**config.mk**
```make
export PLATFORM = sky130hd
export DESIGN_NAME = binary_to_ascii_number_formatter
export DESIGN_NICKNAME = d
export VERILOG_FILES = /design/src/sv/bta_pkg.sv /design/src/sv/bta_cell.sv /design/src/sv/binary_to_ascii_number_formatter.sv
export SDC_FILE = /design/constraint.sdc
export NUM_CORES = 1
export LEC_CHECK = 0
export BUFFER_PORTS_ARGS = -buffer_cell sky130_fd_sc_hd__buf_2
export CAP_MARGIN = 20
export CORE_ASPECT_RATIO = 1.2
export CORE_MARGIN = 4
export CORE_UTILIZATION = 65
export CTS_CLUSTER_DIAMETER = 30
export DETAILED_ROUTE_END_ITERATION = 16
export GPL_ROUTABILITY_DRIVEN = 0
export PLACE_DENSITY = 0.85
export SYNTH_ARGS = -nofsm -noshare
export SYNTH_HDL_FRONTEND = slang
export SYNTH_SLANG_ARGS = --single-unit
```
**constraint.sdc**
```tcl
create_clock -name clk_i -period 8.6 [get_ports clk_i]
set_input_delay 0.43 -clock clk_i [delete_from_list [all_inputs] [get_ports clk_i]]
set_output_delay 0.43 -clock clk_i [all_outputs]
set_load 0.05 [all_outputs]
```
**src/sv/bta_pkg.sv**
```systemverilog
`default_nettype none
// ----------------------------------------------------------------------------
// bta_pkg
// Shared types and constants of the binary to ASCII number formatter.
// ----------------------------------------------------------------------------
package bta_pkg;

  localparam int unsigned NumCells  = 10;
  localparam int unsigned ValBits   = 32;
  localparam int unsigned HexDigits = 8;
  localparam int unsigned CharBits  = 7;

  localparam logic [CharBits-1:0] ChrZero = 7'h30;
  localparam logic [CharBits-1:0] ChrX    = 7'h78;

  typedef struct packed {
    logic load;
    logic dabble;
    logic slide;
  } bta_cell_ctrl_t;

  typedef enum logic [5:0] {
    StIdle    = 6'b000001,
    StConv    = 6'b000010,
    StSkip    = 6'b000100,
    StPrefix0 = 6'b001000,
    StPrefixX = 6'b010000,
    StEmit    = 6'b100000
  } bta_state_e;

  localparam logic [CharBits-1:0] Glyphs [16] = '{
    7'h30, 7'h31, 7'h32, 7'h33, 7'h34, 7'h35, 7'h36, 7'h37,
    7'h38, 7'h39, 7'h41, 7'h42, 7'h43, 7'h44, 7'h45, 7'h46
  };

  function automatic logic [CharBits-1:0] glyph(input logic [3:0] nib);
    return Glyphs[nib];
  endfunction

endpackage
`default_nettype wire

```
**src/sv/bta_cell.sv**
```systemverilog
`default_nettype none
// ----------------------------------------------------------------------------
// bta_cell
// One digit cell: shift-and-add-3 step, parallel load and digit slide.
// ----------------------------------------------------------------------------
module bta_cell
  import bta_pkg::*;
(
  input  wire logic           clk_i,
  input  wire bta_cell_ctrl_t ctrl_i,
  input  wire logic [3:0]     load_digit_i,
  input  wire logic           bit_i,
  input  wire logic [3:0]     digit_i,
  output logic                bit_o,
  output logic [3:0]          digit_o
);

  logic [3:0] digit_q, digit_d;
  logic [3:0] adj;

  always_comb begin
    adj = (digit_q >= 4'd5) ? digit_q + 4'd3 : digit_q;
    digit_d = digit_q;
    if (ctrl_i.load) begin
      digit_d = load_digit_i;
    end else if (ctrl_i.dabble) begin
      digit_d = {adj[2:0], bit_i};
    end else if (ctrl_i.slide) begin
      digit_d = digit_i;
    end
  end

  always_ff @(posedge clk_i) begin
    digit_q <= digit_d;
  end

  assign bit_o   = adj[3];
  assign digit_o = digit_q;

endmodule
`default_nettype wire

```
**src/sv/binary_to_ascii_number_formatter.sv**
```systemverilog
`default_nettype none
// ----------------------------------------------------------------------------
// binary_to_ascii_number_formatter
// Formats a 32-bit number as decimal or 0x-prefixed hex ASCII text.
//
// Channel   Direction  Handshake               Payload
// input     in         start & !busy           kind_i, value_i
// result    out        valid_o, one cycle      char_code_o, last_o
//
// Decimal loads the number, runs the double-dabble shifts over all value bits,
// drops leading zeros and then sends the characters, one per cycle. Hex loads
// the number and sends the 0x prefix and the eight digits the same way.
// busy is high until the last beat of a number is on the result ports.
// Reset is asynchronous. The receiver cannot stall the output.
// ----------------------------------------------------------------------------
module binary_to_ascii_number_formatter
  import bta_pkg::*;
(
  input  wire logic                clk_i,
  input  wire logic                rst_ni,
  input  wire logic                start,
  output logic                     busy,
  input  wire logic                kind_i,
  input  wire logic [ValBits-1:0]  value_i,
  output logic                     valid_o,
  output logic [CharBits-1:0]      char_code_o,
  output logic                     last_o
);

  bta_state_e state_q, state_d;
  logic [ValBits-1:0] value_q, value_d;
  logic [4:0] bit_cnt_q, bit_cnt_d;
  logic [3:0] dig_cnt_q, dig_cnt_d;
  logic valid_q, valid_d;
  logic last_q, last_d;
  logic [CharBits-1:0] char_q, char_d;
  bta_cell_ctrl_t ctrl;
  logic accept;

  logic [3:0] cell_digit [NumCells];
  logic       cell_bit   [NumCells];
  logic [3:0] top_digit;

  assign accept    = start && (state_q == StIdle);
  assign top_digit = cell_digit[NumCells-1];

  for (genvar i = 0; i < NumCells; i++) begin : g_cell
    logic [3:0] load_digit;
    logic       bit_in;
    logic [3:0] digit_in;
    if (i >= NumCells - HexDigits) begin : g_hex
      assign load_digit = kind_i ? value_i[(i-(NumCells-HexDigits))*4 +: 4] : 4'd0;
    end else begin : g_zero
      assign load_digit = 4'd0;
    end
    if (i == 0) begin : g_first
      assign bit_in   = value_q[ValBits-1];
      assign digit_in = 4'd0;
    end else begin : g_next
      assign bit_in   = cell_bit[i-1];
      assign digit_in = cell_digit[i-1];
    end
    bta_cell u_cell (
      .clk_i        (clk_i),
      .ctrl_i       (ctrl),
      .load_digit_i (load_digit),
      .bit_i        (bit_in),
      .digit_i      (digit_in),
      .bit_o        (cell_bit[i]),
      .digit_o      (cell_digit[i])
    );
  end

  always_comb begin
    state_d   = state_q;
    value_d   = value_q;
    bit_cnt_d = bit_cnt_q;
    dig_cnt_d = dig_cnt_q;
    valid_d   = 1'b0;
    last_d    = 1'b0;
    char_d    = char_q;
    ctrl      = '0;
    unique case (state_q)
      StIdle: begin
        if (accept) begin
          ctrl.load = 1'b1;
          value_d   = value_i;
          bit_cnt_d = '0;
          if (kind_i) begin
            dig_cnt_d = 4'(HexDigits);
            state_d   = StPrefix0;
          end else begin
            dig_cnt_d = 4'(NumCells);
            state_d   = StConv;
          end
        end
      end
      StConv: begin
        ctrl.dabble = 1'b1;
        value_d     = {value_q[ValBits-2:0], 1'b0};
        bit_cnt_d   = bit_cnt_q + 5'd1;
        if (bit_cnt_q == 5'(ValBits - 1)) begin
          state_d = StSkip;
        end
      end
      StSkip: begin
        if (top_digit == 4'd0 && dig_cnt_q > 4'd1) begin
          ctrl.slide = 1'b1;
          dig_cnt_d  = dig_cnt_q - 4'd1;
        end else begin
          state_d = StEmit;
        end
      end
      StPrefix0: begin
        valid_d = 1'b1;
        char_d  = ChrZero;
        state_d = StPrefixX;
      end
      StPrefixX: begin
        valid_d = 1'b1;
        char_d  = ChrX;
        state_d = StEmit;
      end
      StEmit: begin
        valid_d    = 1'b1;
        char_d     = glyph(top_digit);
        last_d     = (dig_cnt_q == 4'd1);
        ctrl.slide = 1'b1;
        dig_cnt_d  = dig_cnt_q - 4'd1;
        if (dig_cnt_q == 4'd1) begin
          state_d = StIdle;
        end
      end
      default: begin
        state_d = StIdle;
      end
    endcase
  end

  always_ff @(posedge clk_i or negedge rst_ni) begin
    if (!rst_ni) begin
      state_q   <= StIdle;
      bit_cnt_q <= '0;
      dig_cnt_q <= '0;
      valid_q   <= 1'b0;
      last_q    <= 1'b0;
    end else begin
      state_q   <= state_d;
      bit_cnt_q <= bit_cnt_d;
      dig_cnt_q <= dig_cnt_d;
      valid_q   <= valid_d;
      last_q    <= last_d;
    end
  end

  always_ff @(posedge clk_i) begin
    value_q <= value_d;
    char_q  <= char_d;
  end

  assign busy        = (state_q != StIdle);
  assign valid_o     = valid_q;
  assign char_code_o = char_q;
  assign last_o      = last_q;

  a_conv_done: assert property (@(posedge clk_i) disable iff (!rst_ni)
    (state_q == StConv && bit_cnt_q == 5'(ValBits - 1)) |=> (state_q == StSkip))
    else $error("double dabble did not end after the last bit");

  a_last_idle: assert property (@(posedge clk_i) disable iff (!rst_ni)
    (valid_o && last_o) |-> (state_q == StIdle))
    else $error("last beat shown while the formatter is still busy");

  a_start_busy: assert property (@(posedge clk_i) disable iff (!rst_ni)
    (start && !busy) |=> busy)
    else $error("accepted number did not raise busy");

  a_emit_cnt: assert property (@(posedge clk_i) disable iff (!rst_ni)
    (state_q == StEmit) |-> (dig_cnt_q != 4'd0))
    else $error("digit count ran out while emitting");

endmodule
`default_nettype wire

```
==> results.md, run 1 <==
* CP most frequent cell: buf_4
* CTS Buffer Depth at 2
* Crit path buffers/inverters at 3
* H-tree levels at 3
* Drt pass-1 iters at 5
* P_sw at 0.000756 W
* Initial antenna violation count at 0
* CP endpoint kind: register
* Detailed-route DRC error count at 0
* CP Depth at 7
* Cell variety after synth at 54
* Peak supply drop at 0.193 mV
* Die X at 89.9 µm
* Design Power at 0.00189 W
* PwrDens at approximately 340 mW/mm²
* Layout Skew at roughly 0.0095 ns
* Min Tclk post-route at ~3.5 ns
* Vias at between 3000 and 4000
* Initial drt markers at 306
* Avg WL per Cell at 16.1 µm
* Period utilization at 40.6%
* Worst Path Required at a little under 9 ns
* Number of routed nets with antenna violations at 0
* Slew Limit Fails at 0
* Rows at 35
* Worst Setup Start Kind: register
* Post-route design area at 0.00563 mm²
* Yosys warning count at 0
* Synth Instances at 526
* Slowest stage cell on the critical path: and3b_2
* Crit Path Category: register to register
* Final setup TNS at 0 ns
* DP HPWL at 7260 µm
* Mean Syn Cell Area at 9.94 µm²
* Hold Crit Depth at 2
* Core Util, Final at between 70% and 80%
* Fmax at between 200 and 300 MHz
* Hold Crit Class: input port to register
* Clock power frac at 12.9%
* Clock slew at the register clock pins of the worst setup and hold paths at 0.09 ns
* Critical-path cell list: nor4_4 -> and3b_2 -> nor2_2 -> buf_4 -> clkinv_1 -> buf_4 -> o21ai_0
* Flip-flop and latch count after synthesis at 95
* Syn_nets at 589
* Async set-reset flop share out of synthesis at 17.9%
* Crit path DAT at 3.58 ns
* Placement Setup Slack at around 5.1 ns
* R2R depth at 7
* Largest net degree at the start of global routing at 71
* Run status: finished, final reports clean
* Most frequent cells in the layout: 111 x nand2_1, 70 x edfxtp_1, 50 x o21ai_0
* Area growth syn-to-layout at 7.66%
* Die ar. at 0.00954 mm²
* First-pass GRT wire length at 17500 µm
* Flop pwr share at 46.5%
* Slew HR at between 30% and 40%
* Final Hold Vio Count at 0
* Most used DFF post-synth: edfxtp_1
* Diode count at 0
* Tightest Pin Transition at 0.906 ns
* Static Leak at around 2.3 nW
* Final #Nets at ~630
* RSZ-0062 raised after global routing: no
* Clock latency at the later pin of the worst-skew pair at 0.35 ns
* Setup bufs post-CTS at 0
* Seq/Total Area, Yosys at 51.4%
* Quantity of gates resized following cts at 0
* Layout cell share with drive strength beyond 1 at between 10% and 20%
* Vias in the first global route at 3857
* Core area at 0.00775 mm²
* Vias per Instance at 6.07
* Top Ports at 46
* Pint at 0.00114 W
* Number of synthesized flops with an enable pin at 70
* Post-Syn Area at ~0.0052 mm²
* Logic pwr share at 40.6%
* Final setup fails at 0
* CTS Sinks at 95
* CTS Buf Count at 9
* Most common cell after layout, fill and taps aside: nand2_1
* Largest stage delay on the critical path at 0.86 ns
* Final wirelength at 10600 µm
* CTS Root Cell: clkbuf_8
* GRT Total Usage at 22.6%
* Top delay family on crit path: simple AND/OR/NAND/NOR gates
* Congestion Overflow GR at 0
* Die height at 106 µm
* Final worst setup slack at 5.11 ns
* Sw Share at between 30% and 40%
* Placed Instance Area at approximately 0.0055 mm²
* CP max FO at 51
* MaxCap Viol Count at 0
* CTS tree: yes
* Initial Util at 67.4%
* # port buffers at 45
-- cells in the mapped netlist, types with 8 or more instances --
cell	number	area share, %
dfxtp_1	8	3.1
dfrtp_1	16	7.7
nand2b_1	10	1.2
nor3b_1	19	2.7
a22oi_1	31	4.5
edfxtp_1	70	40
nand2_1	111	8.0
clkbuf_1	14	1.0
inv_1	23	1.7
a21oi_1	40	3.8
nor2_1	26	1.9
o21ai_0	50	4.8
ha_1	27	6.5
xnor2_1	11	1.8
-- layer usage --
layer	global-route usage, %	vias to the layer above	wire length [µm]
met3	2.69	18	419
met1	27.1	1914	4290
met2	41.5	112	5650
met5	0	-	0
li1	-	1948	-
met4	8.53	0	200
-- worst paths after layout --
kind	start	slack [ns]	to
worst min register to register	value_q[31]	0.50	g_cell[0].u_cell.digit_o[0]
min in group asynchronous	rst_ni	0.52	dig_cnt_q[1]
worst max-delay path	state_q[2]	5.11	g_cell[2].u_cell.digit_o[1]
worst max register to register	state_q[2]	5.11	g_cell[2].u_cell.digit_o[1]
worst min-delay path	kind_i	0.29	state_q[1]
max in group asynchronous	rst_ni	7.76	state_q[0]
-- power groups by stage --
| stage | registers [W] | logic [W] | clock network (W) |
|---|---|---|---|
| after global placement | 0.000878 | 0.000737 | 0 |
| final | 0.000880 | 0.000770 | 0.000245 |
| after detailed placement | 0.000884 | 0.000769 | 0 |
| after floorplan | 0.000857 | 0.000609 | 0 |
| after global routing | 0.000902 | 0.000872 | 0.000267 |
| after CTS | 0.000877 | 0.000774 | 0.000249 |
-- per-stage QoR --
| step | cells | hold slack, ns |
|---|---|---|
| floorplan | 526 | 0.134 |
| global placement | 642 | 0.365 |
| detailed placement | 642 | 0.370 |
| CTS | 658 | 0.278 |
| global route | 658 | 0.305 |
| finish | 658 | 0.292 |
-- area by class of cell --
type	count	area (µm²)
flip-flops and latches	95	2690
multi-input cells	381	2310
fillers	548	2120
repair buffers	51	273
clock buffers	13	139
well taps	92	115
inverters	24	90.1
clock inverters	2	8.76
-- repair_timing --
action	in CTS	in global routing
endpoints found under the setup margin	0	0
hold endpoints to repair	16	0
hold buffers	1	0
-- flip-flops by register name (all words and copies together), names as in the netlist --
register               flops
state_q                    6
value_q                   32
bit_cnt_q                  5
g_cell.u_cell.digit_o     40
last_o                     1
dig_cnt_q                  4
char_code_o                6
valid_o                    1
-- logic make-up (layout without fill, tap and decap cells) --
family / count (synthesis) / after routing / synth area share [%]
AND/OR/NAND/NOR: 192 / 192 / 17.5
multiplexers: 4 / 4 / 0.766
adder cells (fa/ha/maj): 27 / 27 / 6.46
flip-flops: 95 / 95 / 51.4
AO/OA/AOI/OAI: 144 / 144 / 17.1
buffers and inverters: 50 / 90 / 4.38
XOR/XNOR: 14 / 14 / 2.35
(Power assumes the default switching activity.)
==> run 2: changes to the inputs <==
--- a/config.mk
+++ b/config.mk
@@ -9,11 +9,11 @@
 export CAP_MARGIN = 20
 export CORE_ASPECT_RATIO = 1.2
 export CORE_MARGIN = 4
-export CORE_UTILIZATION = 65
+export CORE_UTILIZATION = 54
 export CTS_CLUSTER_DIAMETER = 30
 export DETAILED_ROUTE_END_ITERATION = 16
 export GPL_ROUTABILITY_DRIVEN = 0
-export PLACE_DENSITY = 0.85
+export PLACE_DENSITY = 0.75
 export SYNTH_ARGS = -nofsm -noshare
 export SYNTH_HDL_FRONTEND = slang
 export SYNTH_SLANG_ARGS = --single-unit
==> constraint.sdc (replaced) <==
create_clock -name clk_i -period 3.15 [get_ports clk_i]
set_input_delay 0.1575 -clock clk_i [delete_from_list [all_inputs] [get_ports clk_i]]
set_output_delay 0.1575 -clock clk_i [all_outputs]
set_load 0.05 [all_outputs]
==> run 2 against run 1 <==
Compared with the run above:
- via count rose by 1.9%
- highest routed layer unchanged
- setup slack lost 4.6 ns
- utilization fell by 11 points
- global-route usage shrank 2.3 points
- wire length is 4.7% higher
- register-to-register slack got worse by 4.6 ns
==> results.md, run 2 (synthesis gave the netlist of run 1 again) <==
* CTS Root Cell: clkbuf_16
* GRT Total Usage at 20.2%
* Initial Util at 55.2%
* Slew HR at approximately 53%
* Die ar. at 0.0113 mm²
* Vias per Instance at 5.86
* Avg WL per Cell at roughly 16 µm
* Clock latency at the later pin of the worst-skew pair at 0.34 ns
* Min Tclk post-route at 2.63 ns
* # port buffers at 45
* R2R depth at 7
* Diode count at 0
* Quantity of gates resized following cts at 0
* CTS Sinks at 95
* RSZ-0062 raised after global routing: no
* Die height at 116 µm
* Tightest Pin Transition at about 0.7 ns
* Met1 WL at ~4500 µm
* Detailed-route DRC error count at 0
* Metal2 WL at between 5000 and 6000 µm
* Rows at 39
* Run status: finished, final reports clean
* Core area at 0.00947 mm²
* Final wirelength at 11100 µm
* Worst R2R Start: g_cell[9].u_cell.digit_o[1]
* CTS Buffer Depth at 2
* PwrDens at 963 mW/mm²
* Top Ports at 46
* Setup bufs post-CTS at 0
* Max reg flops at 40
* Worst Hold Path EP: state_q[1]
* CTS tree: yes
* Initial antenna violation count at 0
* Worst Path Required at roughly 3.2 ns
* Vias in the first global route at 4056
* CTS Buf Count at 9
* Placed instance count at 677
* Non-filler cells in the finished layout at 694
* Fillers at 801
* Design Power at 0.00561 W
* CP max FO at 22
* Hold Crit Class: input port to register
* Slew Limit Fails at 0
* Clock slew at the register clock pins of the worst setup and hold paths at 0.07 ns
* DP HPWL at 7670 µm
* First-pass GRT wire length at 18500 µm
* Initial drt markers at 302
* Vias at 4068
* MaxCap Viol Count at 0
* Final worst setup slack at 0.524 ns
* Layout Skew at 0.00923 ns
* Worst Setup Start Kind: register
* Uppermost layer routed: met4
* Peak supply drop at approximately 0.49 mV
* Congestion Overflow GR at 0
* CP endpoint kind: register
* H-tree levels at 3
* Placement Setup Slack at 0.536 ns
* R2R Path End: g_cell[7].u_cell.digit_o[1]
* Largest net degree at the start of global routing at 51
* Crit Path Category: register to register
* Hold slack at between 0.03 and 0.04 ns
* Final setup fails at 0
* Most frequent cells in the layout: 111 x nand2_1, 70 x edfxtp_1, 50 x o21ai_0
* Most common cell after layout, fill and taps aside: nand2_1
* Fmax at 381 MHz
* Crit path DAT at 2.64 ns
* Met3 routed wirelength at 535 µm
* Period utilization at 83.4%
* Die X at 97.8 µm
* Area growth syn-to-layout at 11.5%
* Hold Crit Depth at 2
* Number of routed nets with antenna violations at 0
* Static Leak at 2.39 nW
* Drt pass-1 iters at 5
* Startpoint of the worst hold path: kind_i
* Final #Nets at 629
* Final Hold Vio Count at 0
* Final setup TNS at 0 ns
* Flop-to-flop setup slack at 0.52 ns
* Layout cell share with drive strength beyond 1 at 14.7%
==> run 2: cell types whose count changed in the layout (fill, tap and decap cells not counted), sizes merged <==
| cell | delta |
|---|---|
| clkbuf | -4 |
| inv | +3 |
| buf | +4 |
| clkinvlp | +2 |
==> run 2: repair_timing <==
| action | CTS | global route |
|---|---|---|
| hold buffers | 1 | 0 |
| hold endpoints to repair | 16 | 0 |
| setup endpoints to repair | 0 | 0 |
==> run 2: worst max-delay path by stage <==
stage                                startpoint                     endpoint  slack, ns  depth (start not counted)
floorplan           g_cell[9].u_cell.digit_o[0]  g_cell[2].u_cell.digit_o[0]       0.34                          6
CTS                 g_cell[9].u_cell.digit_o[1]  g_cell[7].u_cell.digit_o[0]       0.52                          7
finish              g_cell[9].u_cell.digit_o[1]  g_cell[7].u_cell.digit_o[1]       0.52                          7
global route        g_cell[9].u_cell.digit_o[1]  g_cell[3].u_cell.digit_o[1]       0.37                          7
global placement    g_cell[9].u_cell.digit_o[1]  g_cell[3].u_cell.digit_o[1]       0.60                          7
detailed placement  g_cell[9].u_cell.digit_o[1]  g_cell[3].u_cell.digit_o[2]       0.54                          7
==> run 2: layer usage <==
metal,vias to the layer above,GRT usage (%)
met2,121,37.2
li1,1959,-
met1,1975,23.4
met5,-,0
met4,0,8.49
met3,13,3.55
==> run 2: area by class of cell <==
| type | instances | area (µm²) | share of cell area (%) |
|---|---|---|---|
| Inverter | 24 | 90.1 | 1.55 |
| Timing Repair Buffer | 55 | 303 | 5.20 |
| Clock inverter | 7 | 55.1 | 0.945 |
| Clock buffer | 9 | 225 | 3.86 |
| Tap cell | 123 | 154 | 2.64 |
| Sequential cell | 95 | 2690 | 46.1 |
| Multi-Input combinational cell | 381 | 2310 | 39.7 |
==> run 2: worst max-delay path: stages (launching register included) <==
cell and delay [ns]:
edfxtp_1 0.47, inv_1 0.14, ha_1 0.14, or3b_4 0.39
a2111oi_4 0.49, nor2_1 0.22, nand2_1 0.14, buf_4 0.31
==> run 2: power breakdown <==
part | total (W) | switching [W] | internal (W)
registers | 0.00241 | 0.000408 | 0.00201
clock network | 0.00103 | 0.000486 | 0.000543
logic | 0.00217 | 0.00132 | 0.000846
==> run 2: per-stage QoR <==
stage / area, µm² / utilization, %
2_1_floorplan: 5230 / -
4_1_cts: 5830 / 61.6
5_1_grt: 5830 / 61.6
6_report: 5830 / 61.6
3_5_place_dp: 5540 / 58.5
3_3_place_gp: 5540 / 58.5
==> run 3: changes to the inputs <==
--- a/config.mk
+++ b/config.mk
@@ -9,11 +9,11 @@
 export CAP_MARGIN = 20
 export CORE_ASPECT_RATIO = 1.2
 export CORE_MARGIN = 4
-export CORE_UTILIZATION = 54
+export CORE_UTILIZATION = 60
 export CTS_CLUSTER_DIAMETER = 30
 export DETAILED_ROUTE_END_ITERATION = 16
 export GPL_ROUTABILITY_DRIVEN = 0
-export PLACE_DENSITY = 0.75
+export PLACE_DENSITY = 0.79
 export SYNTH_ARGS = -nofsm -noshare
 export SYNTH_HDL_FRONTEND = slang
 export SYNTH_SLANG_ARGS = --single-unit
==> constraint.sdc (replaced) <==
create_clock -name clk_i -period 2.7 [get_ports clk_i]
set_input_delay 0.135 -clock clk_i [delete_from_list [all_inputs] [get_ports clk_i]]
set_output_delay 0.135 -clock clk_i [all_outputs]
set_load 0.05 [all_outputs]
==> run 3 against run 2 <==
Compared with the run above:
- cell area shrank 0.77%
- global-route usage rose by 2.5 points
- register-to-register slack worse by 0.21 ns
- sequential share of layout area is 0.36 points higher
- worst hold slack improved by 0.022 ns
- utilization up 6.3 points
- first-iteration DRC count decreased by 11%
- power rose by 12%
- critical path depth is the same
- largest cell class unchanged
- largest power group unchanged
==> results.md, run 3 (synthesis gave the netlist of run 1 again) <==
* Die height at 110 µm
* Fmax at 420 MHz
* Met3 Use GR at under 10%
* Met2 usage at a little under two fifths
* Largest net degree at the start of global routing at 51
* Setup bufs post-CTS at 0
* Flop-to-flop setup slack at 0.32 ns
* CTS Root Cell: clkbuf_8
* PwrDens at 1080 mW/mm²
* Placed Instance Area at 0.00560 mm²
* Most common cell after layout, fill and taps aside: nand2_1
* Run status: finished, final reports clean
* Period utilization at 88.2%
* Initial Util at 61.4%
* First-pass GRT wire length at 18300 µm
* Rows at 37
* Diode count at 0
* Hold Crit Class: input port to register
* Avg WL per Cell at 15.9 µm
* Crit path from: g_cell[9].u_cell.digit_o[0]
* Detailed-route DRC error count at 0
* Congestion Overflow GR at 0
* CTS Buf Count at 9
* Static Leak at ~2.4 nW
* Most Used Layer, Global Route: met2
* Layout Skew at approximately 0.011 ns
* Initial drt markers at approximately 270
* R2R Path End: g_cell[8].u_cell.digit_o[0]
* Worst setup endpoint: g_cell[8].u_cell.digit_o[0]
* Number of routed nets with antenna violations at 0
* Met1 Use GR at between 20% and 30%
* Slew HR at 63.6%
* Slew Limit Fails at 0
* Worst Path Required at between 2 and 3 ns
* Clock latency at the later pin of the worst-skew pair at 0.36 ns
* CP max FO at 33
* Final setup TNS at 0 ns
* Non-filler cells in the finished layout at 691
* Post-route design area at between 0.005 and 0.006 mm²
* CTS Sinks at 95
* Peak supply drop at 0.548 mV
* Vias per Instance at 5.78
* Worst Setup Start Kind: register
* Vias in the first global route at 3974
* # port buffers at 45
* CP endpoint kind: register
* Min Tclk post-route at 2.38 ns
* Top Ports at between 40 and 50
* Die ar. at 0.0103 mm²
* CTS Buffer Depth at 2
* Initial antenna violation count at 0
* Final #Nets at 632
* Placed instance count at 673
* Max reg flops at 40
* Area growth syn-to-layout at 10.7%
* Crit path DAT at between 2 and 2.5 ns
* Vias at between 3000 and 4000
* CTS tree: yes
* GRT Total Usage at 22.7%
* Layout cell share with drive strength beyond 1 at between 10% and 20%
* Final setup fails at 0
* Clock slew at the register clock pins of the worst setup and hold paths at roughly 0.090 ns
* Multi-input combinational cell area at between 0.002 and 0.0025 mm²
* Most frequent cells in the layout: 110 x nand2_1, 70 x edfxtp_1, 50 x o21ai_0
* Final wirelength at roughly 11000 µm
* Core area at 0.00852 mm²
* Die X at ~93 µm
* Final Hold Vio Count at 0
* Sequential Area at roughly 0.0027 mm²
* MaxCap Viol Count at 0
* DP HPWL at roughly 7400 µm
* Drt pass-1 iters at 5
* Fillers at between 600 and 700
* R2R depth at 7
* Worst R2R Start: g_cell[9].u_cell.digit_o[0]
* RSZ-0062 raised after global routing: no
* Tightest Pin Transition at approximately 0.55 ns
* Crit Path Category: register to register
* H-tree levels at 3
run 3: per-layer routing:
metal,part of all wire (%),wire (µm),vias to the layer above
met5,0,0,-
met4,3.9,423,0
met3,5.0,545,30
met2,49,5420,127
met1,42,4580,1877
li1,-,-,1962
run 3: through the flow:
step           hold slack [ns]  setup slack [ns]  total power [W]  util, %
6_report                0.0555             0.318          0.00626     67.9
5_1_grt                 0.0549             0.191          0.00676     67.9
4_1_cts                 0.0421             0.324          0.00628     67.9
3_5_place_dp            0.0809             0.340          0.00542     65.7
3_3_place_gp            0.0691             0.408          0.00524     65.7
2_1_floorplan           -0.161             0.189          0.00467        -
run 3: final cells by class:
cell class,instances,area share [%]
clock buffer,11,2.27
clock inverter,5,0.584
inverter,24,1.56
multi-input combinational,381,40.0
sequential,95,46.5
tap,117,2.53
timing repair buffer,58,6.53
run 3: report_power, final:
group          leakage (nW)  internal, W  total, W  switching [W]
Combinational          1.34      0.00105   0.00262        0.00157
Sequential            0.950      0.00234   0.00280       0.000467
Clock                0.0797     0.000336  0.000837       0.000501
run 3: worst min path at each step:
stage                      from      endpoint  slack [ns]  cells past startpoint
floorplan                rst_ni  bit_cnt_q[0]       -0.16                      0
global placement         rst_ni    state_q[1]        0.07                      1
detailed placement       rst_ni    state_q[1]        0.08                      1
CTS                 value_i[20]   value_q[20]        0.04                      3
global route        value_i[20]   value_q[20]        0.05                      3
finish              value_i[20]   value_q[20]        0.06                      3
run 3: what timing repair did:
item | in CTS | in global routing
endpoints found under the hold margin | 18 | 0
resized for setup | 0 | 0
hold buffers | 2 | 0
run 3: critical path, cell delays in order (launching register included):
cell and delay (ns):
edfxtp_1 0.46, inv_1 0.18, ha_1 0.16, or3b_4 0.39, a2111oi_4 0.36, nor2_1 0.18
nand2_2 0.12, buf_12 0.21
